--- src/design/mbd_pkg.sv ---
`timescale 1ns / 1ps
// Shared types and constants for the marker bit matrix decoder.
// No dependencies; used by mbd_csr, mbd_decode and the top level.
package mbd_pkg;

   // Grid geometry
   localparam int GRID_DIM  = 7;
   localparam int CODE_DIM  = 5;
   localparam int TURNS     = 4;
   localparam int CELL_BITS = GRID_DIM * GRID_DIM;

   // Pattern reset values
   localparam logic [CODE_DIM-1:0] TOP_ROW_RESET    = 5'd17;
   localparam logic [CODE_DIM-1:0] BOTTOM_ROW_RESET = 5'd23;

   // Register map, indexed by paddr[2]
   localparam logic REG_TOP_ROW    = 1'b0;
   localparam logic REG_BOTTOM_ROW = 1'b1;

   typedef enum logic [1:0] {
      STATUS_DECODED = 2'd0,
      STATUS_BORDER  = 2'd1,
      STATUS_CODE    = 2'd2
   } status_type;

   typedef struct packed {
      status_type          status;
      logic [1:0]          rotation;
      logic [3:0]          best_distance;
      logic [CODE_DIM-1:0] map_id;
      logic [CODE_DIM-1:0] sector_id;
      logic [CODE_DIM-1:0] marker_id;
   } result_type;

   typedef struct packed {
      logic [CODE_DIM-1:0] top_row;
      logic [CODE_DIM-1:0] bottom_row;
   } patterns_type;

   // Mask of the 24 border cells, bit y*7+x
   function automatic logic [CELL_BITS-1:0] border_mask();
      logic [CELL_BITS-1:0] m;
      m = '0;
      for (int y = 0; y < GRID_DIM; y++) begin
         for (int x = 0; x < GRID_DIM; x++) begin
            if (x == 0 || x == GRID_DIM - 1 || y == 0 || y == GRID_DIM - 1) begin
               m[y*GRID_DIM + x] = 1'b1;
            end
         end
      end
      return m;
   endfunction

   localparam logic [CELL_BITS-1:0] BORDER_MASK = border_mask();

endpackage

--- src/design/mbd_csr.sv ---
`timescale 1ns / 1ps
// APB-style register block holding the two template row patterns.
// Depends on mbd_pkg.
module mbd_csr (
   input  logic                clock,
   input  logic                reset,
   input  logic                csr_psel,
   input  logic                csr_penable,
   input  logic                csr_pwrite,
   input  logic [2:0]          csr_paddr,
   input  logic [31:0]         csr_pwdata,
   output logic [31:0]         csr_prdata,
   output logic                csr_pready,
   output mbd_pkg::patterns_type patterns
);

   logic [mbd_pkg::CODE_DIM-1:0] top_row_ff, top_row_in;
   logic [mbd_pkg::CODE_DIM-1:0] bottom_row_ff, bottom_row_in;
   logic                          write_en;

   assign csr_pready = 1'b1;
   assign write_en   = csr_psel && csr_penable && csr_pwrite;

   // Register write decode; only the low five data bits are kept
   always_comb begin
      top_row_in    = top_row_ff;
      bottom_row_in = bottom_row_ff;
      if (write_en) begin
         case (csr_paddr[2])
            mbd_pkg::REG_TOP_ROW:    top_row_in    = csr_pwdata[mbd_pkg::CODE_DIM-1:0];
            mbd_pkg::REG_BOTTOM_ROW: bottom_row_in = csr_pwdata[mbd_pkg::CODE_DIM-1:0];
            default: ;
         endcase
      end
   end

   always_ff @(posedge clock) begin
      if (reset) begin
         top_row_ff    <= mbd_pkg::TOP_ROW_RESET;
         bottom_row_ff <= mbd_pkg::BOTTOM_ROW_RESET;
      end else begin
         top_row_ff    <= top_row_in;
         bottom_row_ff <= bottom_row_in;
      end
   end

   // Read mux
   always_comb begin
      csr_prdata = '0;
      case (csr_paddr[2])
         mbd_pkg::REG_TOP_ROW:    csr_prdata[mbd_pkg::CODE_DIM-1:0] = top_row_ff;
         mbd_pkg::REG_BOTTOM_ROW: csr_prdata[mbd_pkg::CODE_DIM-1:0] = bottom_row_ff;
         default: ;
      endcase
   end

   assign patterns.top_row    = top_row_ff;
   assign patterns.bottom_row = bottom_row_ff;

endmodule

--- src/design/mbd_decode.sv ---
`timescale 1ns / 1ps
// Combinational marker decode: border check, four rotations, template
// distance, best rotation pick and id extraction. Depends on mbd_pkg.
module mbd_decode (
   input  logic [mbd_pkg::CELL_BITS-1:0] cell_bits,
   input  mbd_pkg::patterns_type          patterns,
   output mbd_pkg::result_type            result
);

   localparam int CD = mbd_pkg::CODE_DIM;

   // rows[t][i]: code row i at t quarter turns, column 0 in the MSB
   logic [CD-1:0] rows [mbd_pkg::TURNS][CD];
   logic [3:0]    miss_count [mbd_pkg::TURNS];
   logic          border_ok;
   logic [1:0]    best_t;
   logic [3:0]    best_d;
   logic [CD-1:0] top_diff, bot_diff;

   assign border_ok = ~|(cell_bits & mbd_pkg::BORDER_MASK);

   // Rotations by rewiring of the inner 5x5 cells
   always_comb begin
      int si, sj;
      for (int t = 0; t < mbd_pkg::TURNS; t++) begin
         for (int i = 0; i < CD; i++) begin
            for (int j = 0; j < CD; j++) begin
               case (t)
                  1:       begin si = CD - 1 - j; sj = i;          end
                  2:       begin si = CD - 1 - i; sj = CD - 1 - j; end
                  3:       begin si = j;          sj = CD - 1 - i; end
                  default: begin si = i;          sj = j;          end
               endcase
               rows[t][i][CD-1-j] = cell_bits[(si + 1) * mbd_pkg::GRID_DIM + sj + 1];
            end
         end
      end
   end

   // Template mismatch count per rotation
   always_comb begin
      for (int t = 0; t < mbd_pkg::TURNS; t++) begin
         top_diff      = rows[t][0] ^ patterns.top_row;
         bot_diff      = rows[t][CD-1] ^ patterns.bottom_row;
         miss_count[t] = 4'($countones(top_diff)) + 4'($countones(bot_diff));
      end
   end

   // Fewest mismatches, lowest rotation on ties
   always_comb begin
      best_t = 2'd0;
      best_d = miss_count[0];
      for (int t = 1; t < mbd_pkg::TURNS; t++) begin
         if (miss_count[t] < best_d) begin
            best_d = miss_count[t];
            best_t = 2'(t);
         end
      end
   end

   // Result assembly
   always_comb begin
      result = '0;
      if (!border_ok) begin
         result.status = mbd_pkg::STATUS_BORDER;
      end else if (best_d != 4'd0) begin
         result.status        = mbd_pkg::STATUS_CODE;
         result.rotation      = best_t;
         result.best_distance = best_d;
      end else begin
         result.status    = mbd_pkg::STATUS_DECODED;
         result.rotation  = best_t;
         result.map_id    = rows[best_t][1];
         result.sector_id = rows[best_t][2];
         result.marker_id = rows[best_t][3];
      end
   end

endmodule

--- src/design/marker_bit_matrix_decoder.sv ---
`timescale 1ns / 1ps
// Marker bit matrix decoder, top level. Depends on mbd_pkg, mbd_csr, mbd_decode.
// Stages: input register, decode logic, result register. A request accepted into
// the input register is registered as a result once the result register is free.
// Throughput: one request per cycle while rsp_ready stays high.
// A waiting result holds the input register; req_ready drops once that is full too.
// Reset (synchronous): pipeline empties, patterns return to 17 (top) and 23 (bottom).
module marker_bit_matrix_decoder (
   input  logic        clock,
   input  logic        reset,
   input  logic        req_valid,
   output logic        req_ready,
   input  logic [48:0] req_cell_bits,
   output logic        rsp_valid,
   input  logic        rsp_ready,
   output logic [1:0]  rsp_status,
   output logic [1:0]  rsp_rotation,
   output logic [3:0]  rsp_best_distance,
   output logic [4:0]  rsp_map_id,
   output logic [4:0]  rsp_sector_id,
   output logic [4:0]  rsp_marker_id,
   input  logic        csr_psel,
   input  logic        csr_penable,
   input  logic        csr_pwrite,
   input  logic [2:0]  csr_paddr,
   input  logic [31:0] csr_pwdata,
   output logic [31:0] csr_prdata,
   output logic        csr_pready
);

   mbd_pkg::patterns_type patterns;
   mbd_pkg::result_type   decoded;

   logic                             in_valid_ff, in_valid_in;
   logic [mbd_pkg::CELL_BITS-1:0]    cell_ff;
   logic                             out_valid_ff, out_valid_in;
   mbd_pkg::result_type              result_ff;
   logic                             out_load;
   logic                             in_load;

   mbd_csr u_csr (
      .clock       (clock),
      .reset       (reset),
      .csr_psel    (csr_psel),
      .csr_penable (csr_penable),
      .csr_pwrite  (csr_pwrite),
      .csr_paddr   (csr_paddr),
      .csr_pwdata  (csr_pwdata),
      .csr_prdata  (csr_prdata),
      .csr_pready  (csr_pready),
      .patterns    (patterns)
   );

   mbd_decode u_decode (
      .cell_bits (cell_ff),
      .patterns  (patterns),
      .result    (decoded)
   );

   // Stage handshake: result register loads from a full input register when empty or being drained
   assign out_load     = in_valid_ff && (!out_valid_ff || rsp_ready);
   assign req_ready    = !in_valid_ff || out_load;
   assign in_load      = req_valid && req_ready;
   assign in_valid_in  = in_load || (in_valid_ff && !out_load);
   assign out_valid_in = out_load || (out_valid_ff && !rsp_ready);

   // Control state
   always_ff @(posedge clock) begin
      if (reset) begin
         in_valid_ff  <= 1'b0;
         out_valid_ff <= 1'b0;
      end else begin
         in_valid_ff  <= in_valid_in;
         out_valid_ff <= out_valid_in;
      end
   end

   // Payload registers
   always_ff @(posedge clock) begin
      if (in_load) begin
         cell_ff <= req_cell_bits;
      end
      if (out_load) begin
         result_ff <= decoded;
      end
   end

   assign rsp_valid         = out_valid_ff;
   assign rsp_status        = result_ff.status;
   assign rsp_rotation      = result_ff.rotation;
   assign rsp_best_distance = result_ff.best_distance;
   assign rsp_map_id        = result_ff.map_id;
   assign rsp_sector_id     = result_ff.sector_id;
   assign rsp_marker_id     = result_ff.marker_id;

endmodule
--- config.mk ---
export PLATFORM = sky130hd
export DESIGN_NAME = marker_bit_matrix_decoder
export DESIGN_NICKNAME = d
export VERILOG_FILES = /design/src/design/mbd_pkg.sv /design/src/design/mbd_csr.sv /design/src/design/mbd_decode.sv /design/src/design/marker_bit_matrix_decoder.sv
export SDC_FILE = /design/constraint.sdc
export NUM_CORES = 1
export LEC_CHECK = 0
export ABC_CLOCK_PERIOD_IN_PS = 23200
export BUFFER_PORTS_ARGS = -buffer_cell sky130_fd_sc_hd__clkbuf_2
export CAP_MARGIN = 30
export CORE_ASPECT_RATIO = 1.4
export CORE_MARGIN = 1
export CORE_UTILIZATION = 45
export DETAILED_ROUTE_END_ITERATION = 8
export HOLD_SLACK_MARGIN = 0.03
export PLACE_DENSITY = 0.71
export SYNTH_ARGS = -nofsm -noshare
export SYNTH_HDL_FRONTEND = slang
export SYNTH_SLANG_ARGS = --single-unit
export TNS_END_PERCENT = 1
--- constraint.sdc ---
create_clock -name clock -period 23.2 [get_ports clock]
set_input_delay 3.48 -clock clock [delete_from_list [all_inputs] [get_ports clock]]
set_output_delay 3.48 -clock clock [all_outputs]
set_load 0.05 [all_outputs]
* After elaboration in Yosys (flattened, before gate mapping)
Index checks and enable logic that the tools add are counted.
** Storage, ports and cells
- Register bits :: 84
- Input port bits :: 91
- Output and inout bits :: 58
- Word-level logic and storage cells :: 93
** Cells by class
- $add $sub $neg :: 36
- Order comparisons :: 4
- Mux-type cells :: 11
- Bitwise logic cells :: 11
- Reduce and logical (&&, ||, !) cells :: 20
** Operators with widths (count)
- 25-bit binary-select mux with 2-bit select :: 1
- 25-bit OR reduction :: 2
- 20-bit two-way mux :: 2
- 5-bit XOR :: 8
- 1-bit by 1-bit adder with 2-bit output :: 16
- 3-bit by 1-bit adder with 4-bit output :: 8
- 2-bit by 2-bit adder with 3-bit output :: 8
- 24-bit OR reduction :: 1
- 4-bit adder :: 4
- 4-bit two-way mux :: 4
- 4-bit less-than comparator :: 3
- 5-bit case mux with 2 select lines :: 1
- 1-bit logical AND :: 6
- 1-bit zero test :: 4
- 1-bit logical OR :: 4
- 2-bit two-way mux :: 2
- 2-bit AND reduction :: 2
- 4-bit nonzero test :: 1
- 3-bit >= comparator, second input constant :: 1
- 2-bit inverter with 3-bit output :: 1
- 1-bit inverter :: 2
- 1-bit two-way mux :: 1

* Longest topological paths before layout
- Word-level depth :: 15
- Gate-level depth with buffers :: 37

* Cells and area by module
From an unflattened synthesis, not the netlist that was laid out.
** Second synthesis, totals
- Cells, all modules :: 450
- Area, all modules :: 5383.9 um2
** By module, submodules not included
- mbd_decode :: instances 1, cells each 289, area an instance 2403.6 um2
- marker_bit_matrix_decoder :: instances 1, cells each 82, area an instance 2265.9 um2
- mbd_csr :: instances 1, cells each 79, area an instance 714.4 um2

* Worst setup path before layout
Ideal clock, no wire load.
- Kind :: flip-flop to flip-flop
- Start point :: reg u_csr.top_row_ff[0] (netlist bit)
- End point :: reg result_ff (netlist bit rsp_map_id[0]) (data pin)
- Data arrival time :: 7678 ps
- Required time :: 23040 ps
- Setup slack :: 15362 ps
- Stages on the path, launching flop included :: 35
- Path buffers :: 7
- Cells stage by stage :: dfxtp_1 > clkbuf_1 > xnor2_1 > fa_1 > inv_1 > fa_1 > inv_1 > fa_1 > inv_1 > ha_1 > fa_1 > ha_1 > or3b_1 > a311o_1 > clkbuf_1 > clkbuf_1 > nand2_1 > o21ai_0 > ha_1 > nor2_1 > nor2_1 > nor2_1 > a21oi_2 > clkbuf_1 > o21ai_0 > ha_1 > nor2b_1 > nor2_1 > or2_2 > clkbuf_1 > or2_2 > buf_4 > buf_2 > o41ai_1 > nor3b_1
** Between the ends
- Cells in the longest elaborated chain, start to end :: 15
- Elaborated cells on any way between the ends :: 35
- Classes of those cells :: add/sub (16); order compare (3); mux (9); bitwise (5); reduce/logical (2)
** RTL lines
- start, declared :: RTL line mbd_csr.sv:17 : logic [mbd_pkg::CODE_DIM-1:0] top_row_ff, top_row_in;
- start signal, assigned :: RTL line mbd_csr.sv:39 : top_row_ff <= mbd_pkg::TOP_ROW_RESET;
- start signal, assigned :: RTL line mbd_csr.sv:42 : top_row_ff <= top_row_in;
- 5-bit XOR :: RTL line mbd_decode.sv:43 : top_diff = rows[t][0] ^ patterns.top_row;
- 1-bit by 1-bit adder with 2-bit output (not written as such) :: RTL line mbd_decode.sv:45 : miss_count[t] = 4'($countones(top_diff)) + 4'($countones(bot_diff));
- 2-bit by 2-bit adder with 3-bit output (not written as such) :: RTL line mbd_decode.sv:45
- 3-bit by 1-bit adder with 4-bit output (not written as such) :: RTL line mbd_decode.sv:45
- 4-bit adder :: RTL line mbd_decode.sv:45
- 4-bit less-than comparator :: RTL line mbd_decode.sv:54 : if (miss_count[t] < best_d) begin
- 4-bit two-way mux :: RTL line mbd_decode.sv:54
- 4-bit less-than comparator :: RTL line mbd_decode.sv:54
- 4-bit two-way mux :: RTL line mbd_decode.sv:54
- 4-bit less-than comparator :: RTL line mbd_decode.sv:54
- 2-bit two-way mux :: RTL line mbd_decode.sv:54
- 2-bit inverter with 3-bit output (not written as such) :: RTL line mbd_decode.sv:73 : result.map_id = rows[best_t][1];
- 25-bit binary-select mux with 2-bit select :: RTL line mbd_decode.sv:73
- 20-bit two-way mux (2 in a row)
- end signal, assigned :: RTL line marker_bit_matrix_decoder.sv:84 : result_ff <= decoded;
- end, declared :: RTL line marker_bit_matrix_decoder.sv:37 : mbd_pkg::result_type result_ff;
Several ways; a longest one is shown, not always the timed one. The select of a mux whose other input is x is not followed.
A chain may end at the register's enable or synchronous reset.

* Worst setup path after layout
- Start point :: reg cell_ff[8] (netlist bit)
- End point :: reg result_ff (netlist bit rsp_marker_id[0]) (data pin)
** Between the ends
- Cells in the longest elaborated chain, start to end :: 15
- Elaborated cells on any way between the ends :: 31
- Classes of those cells :: add/sub (12); order compare (3); mux (9); bitwise (5); reduce/logical (2)
** RTL lines
- start, declared :: RTL line marker_bit_matrix_decoder.sv:35 : logic [mbd_pkg::CELL_BITS-1:0] cell_ff;
- start signal, assigned :: RTL line marker_bit_matrix_decoder.sv:81 : cell_ff <= req_cell_bits;
- 5-bit XOR :: RTL line mbd_decode.sv:43
- 1-bit by 1-bit adder with 2-bit output (not written as such) :: RTL line mbd_decode.sv:45
- 2-bit by 2-bit adder with 3-bit output (not written as such) :: RTL line mbd_decode.sv:45
- 3-bit by 1-bit adder with 4-bit output (not written as such) :: RTL line mbd_decode.sv:45
- 4-bit adder :: RTL line mbd_decode.sv:45
- 4-bit less-than comparator :: RTL line mbd_decode.sv:54
- 4-bit two-way mux :: RTL line mbd_decode.sv:54
- 4-bit less-than comparator :: RTL line mbd_decode.sv:54
- 4-bit two-way mux :: RTL line mbd_decode.sv:54
- 4-bit less-than comparator :: RTL line mbd_decode.sv:54
- 2-bit two-way mux :: RTL line mbd_decode.sv:54
- 2-bit inverter with 3-bit output (not written as such) :: RTL line mbd_decode.sv:75 : result.marker_id = rows[best_t][3];
- 25-bit binary-select mux with 2-bit select :: RTL line mbd_decode.sv:75
- 20-bit two-way mux (not written as such) (2 in a row) :: RTL line mbd_decode.sv:75
Several ways; a longest one is shown, not always the timed one. The select of a mux whose other input is x is not followed.

==> results.py <==
metrics = {
    "status": {
        "outcome": "completed",
    },
    "route": {
        "num_vias": 3616,
        "wl_per_cell_um": 15.6,
        "antenna_left": 0,
        "finalWirelength_um": 10600,
        "drtIter0Drc": 203,
        "first_pass_iters": 5,
        "met3_wirelength_um": 505,
        "met2WireLength_um": 5720,
        "via_per_inst": 5.31,
        "drc": 0,
        "routed.top_layer": "met4",
        "wl_met1_um": 4170,
    },
    "timing": {
        "finalSetupViolations": 0,
        "maxSlewHeadroom_pct": 38.6,
        "max_freq_mhz": 112,
        "min_period_ns": 8.93,
        "skew_ns": 0.00987,
        "hold_viol": 0,
        "fin_crit_sh_pct": 38.5,
        "worst_slew_pin_slew_ns": 0.920,
        "hold_ws_ns": 0.514,
        "grt_setup_unrepaired": "false",
        "finalMaxSlewViolations": 0,
        "fin_tns_setup_ns": 0,
    },
    "global_routing": {
        "grt_overflow": 0,
        "grt_max_degree": 35,
        "grt_pass1_wl_um": 17000,
        "grt_pass1_vias": 3585,
        "grt.total_usage_pct": 18.4,
        "antenna_found_initial": 0,
    },
    "worst_hold_path": {
        "hold_depth": 2,
        "hold_path_end": "rsp_valid$_SDFF_PP0_",
        "hold_start": "in_valid_ff$_SDFF_PP0_",
        "hp-class": "register to register",
    },
    "floorplanning": {
        "die_w_um": 93.2,
        "fp-row-count": 46,
        "boundaryPins": 149,
        "dieArea_mm2": 0.0121,
        "initial_utilization_pct": 46.2,
        "core_mm2": 0.0113,
        "die_h_um": 130,
    },
    "worst_setup_path": {
        "worstSetupPathType": "register to register",
        "slowest_stage": "a311o_1",
        "r2r_cells": 29,
        "cp.arrival_ns": 9.06,
        "r2r-end": "rsp_marker_id[0]$_SDFFCE_PP0P_",
        "critPathMaxStageDelay_ns": 0.74,
        "crit_path_start_kind": "register",
        "cp.required_ns": 23.32,
        "cp_max_fo": 34,
        "r2r_setup_slack_ns": 14.27,
        "endpoint_kind": "register",
        "reg2reg_from": "cell_ff[8]$_DFFE_PP_",
    },
    "synth": {
        "syn_avg_cell_area_um2": 11.5,
        "synth_cell_types": 48,
        "synth_cells": 455,
        "synthTopCellsByArea": "edfxtp_1, fa_1, xor2_1",
        "synthArstFlopShare_pct": 0,
        "yosysWarnings": 0,
        "yosysMostFrequentCell": "edfxtp_1",
        "synth_top_cell_area_share_pct": 41.2,
        "netlist_area_mm2": 0.00524,
        "ys_seq_area_share_pct": 45.8,
        "synth_enable_flop_cells": 72,
        "yosys-top-cells-count": "edfxtp_1, nor2_1, xor2_1",
        "ys_ff_latch": 84,
        "synth_flop_cell": "edfxtp_1",
        "yosys.area.top_type": "edfxtp_1",
    },
    "cts": {
        "cts_tree": "done",
        "clk_path_buf_depth": 2,
        "cts_resized": 0,
        "cts_buffers": 9,
        "cts_setup_buffers": 0,
        "clk_latency_ns": 0.34,
        "clk_pin_slew_worst_paths_ns": 0.06,
        "cts.sinks": 84,
        "htreeDepth": 3,
        "clock-root-buffer": "clkbuf_16",
        "hold_buffers": 0,
    },
    "final_layout": {
        "syn_to_final_growth_pct": 14.2,
        "finalNetCount": 667,
        "stdcell_area_mm2": 0.00599,
        "drive_gt1_share_pct": 23.3,
        "n_antenna_cell": 0,
    },
    "placement": {
        "place_area_mm2": 0.00570,
        "gp_congestion": 0.879,
        "dp_hpwl_um": 8050,
        "io_buffer_count": 91,
    },
    "job": {
        "cap_violations": 0,
    },
}
logic make-up after synthesis:
group	Yosys count	synth area share, %
DFF	84	45.8
AOI/OAI and AO/OA	72	9.93
adders and majority gates	44	13.9
and+or+nand+nor	119	12.6
xor gates and xnor gates	44	7.35
muxes	11	2.31
other	2	0.143
buffers and inverters	79	7.92
through the flow:
stage / cells / utilization [%] / setup WS [ns]
2_1_floorplan: 481 / - / 15.36
3_3_place_gp: 663 / 50.0 / 14.49
3_5_place_dp: 665 / 50.3 / 14.39
4_1_cts: 681 / 52.8 / 14.34
5_1_grt: 681 / 52.8 / 13.64
6_report: 681 / 52.8 / 14.27
worst max path at each step:
| stage | from | cells after the start | end |
|---|---|---|---|
| 2_1_floorplan | u_csr.top_row_ff[0]$_SDFFE_PP1P_ | 34 | rsp_map_id[0]$_SDFFCE_PP0P_ |
| 3_3_place_gp | cell_ff[8]$_DFFE_PP_ | 28 | rsp_marker_id[0]$_SDFFCE_PP0P_ |
| 3_5_place_dp | cell_ff[8]$_DFFE_PP_ | 29 | rsp_marker_id[0]$_SDFFCE_PP0P_ |
| 4_1_cts | cell_ff[8]$_DFFE_PP_ | 29 | rsp_marker_id[0]$_SDFFCE_PP0P_ |
| 5_1_grt | cell_ff[8]$_DFFE_PP_ | 29 | rsp_marker_id[0]$_SDFFCE_PP0P_ |
| 6_report | cell_ff[8]$_DFFE_PP_ | 29 | rsp_marker_id[0]$_SDFFCE_PP0P_ |
flip-flops by register name (all words and copies together) (netlist names), 2 cells and up:
| name | flops |
|---|---|
| u_csr.bottom_row_ff | 5 |
| cell_ff | 49 |
| rsp_status | 2 |
| rsp_best_distance | 4 |
| rsp_map_id | 5 |
| rsp_rotation | 2 |
| rsp_sector_id | 5 |
| rsp_marker_id | 5 |
| u_csr.top_row_ff | 5 |
layout make-up:
cell class,count,area (um^2)
Multi-Input combinational cell,318,2530
Timing Repair Buffer,94,498
Fill cell,992,5350
Clock inverter,7,62.6
Clock buffer,9,225
Inverter,25,93.8
Tap cell,144,180
Sequential cell,84,2400
placed cells by master (no fill, tap or decap), types with 12 or more instances in the layout:
master,instances
edfxtp_1,72
dfxtp_1,12
o41ai_1,14
a21oi_1,13
inv_1,25
ha_1,20
o21ai_0,20
conb_1,28
nor3b_1,13
and3b_1,14
fa_1,24
nor2_1,51
xor2_1,34
clkbuf_2,91
metal layers:
layer	vias up	global-route usage (%)
li1	1703	-
met1	1743	20.6
met2	152	34.3
met3	18	2.97
met4	0	8.14
met5	-	0
worst max-delay path: cells and delay by family (launching register included):
| family | cells | cell delay (ns) |
|---|---|---|
| buf+inv | 4 | 0.41 |
| simple gates | 8 | 1.82 |
| compound gates | 7 | 2.46 |
| flops | 1 | 0.50 |
| fa+ha+maj | 8 | 3.10 |
| xor+xnor | 2 | 0.41 |
Power is not shown: default switching activity piles up to over one toggle a cycle in this logic, so the estimate is an artifact.
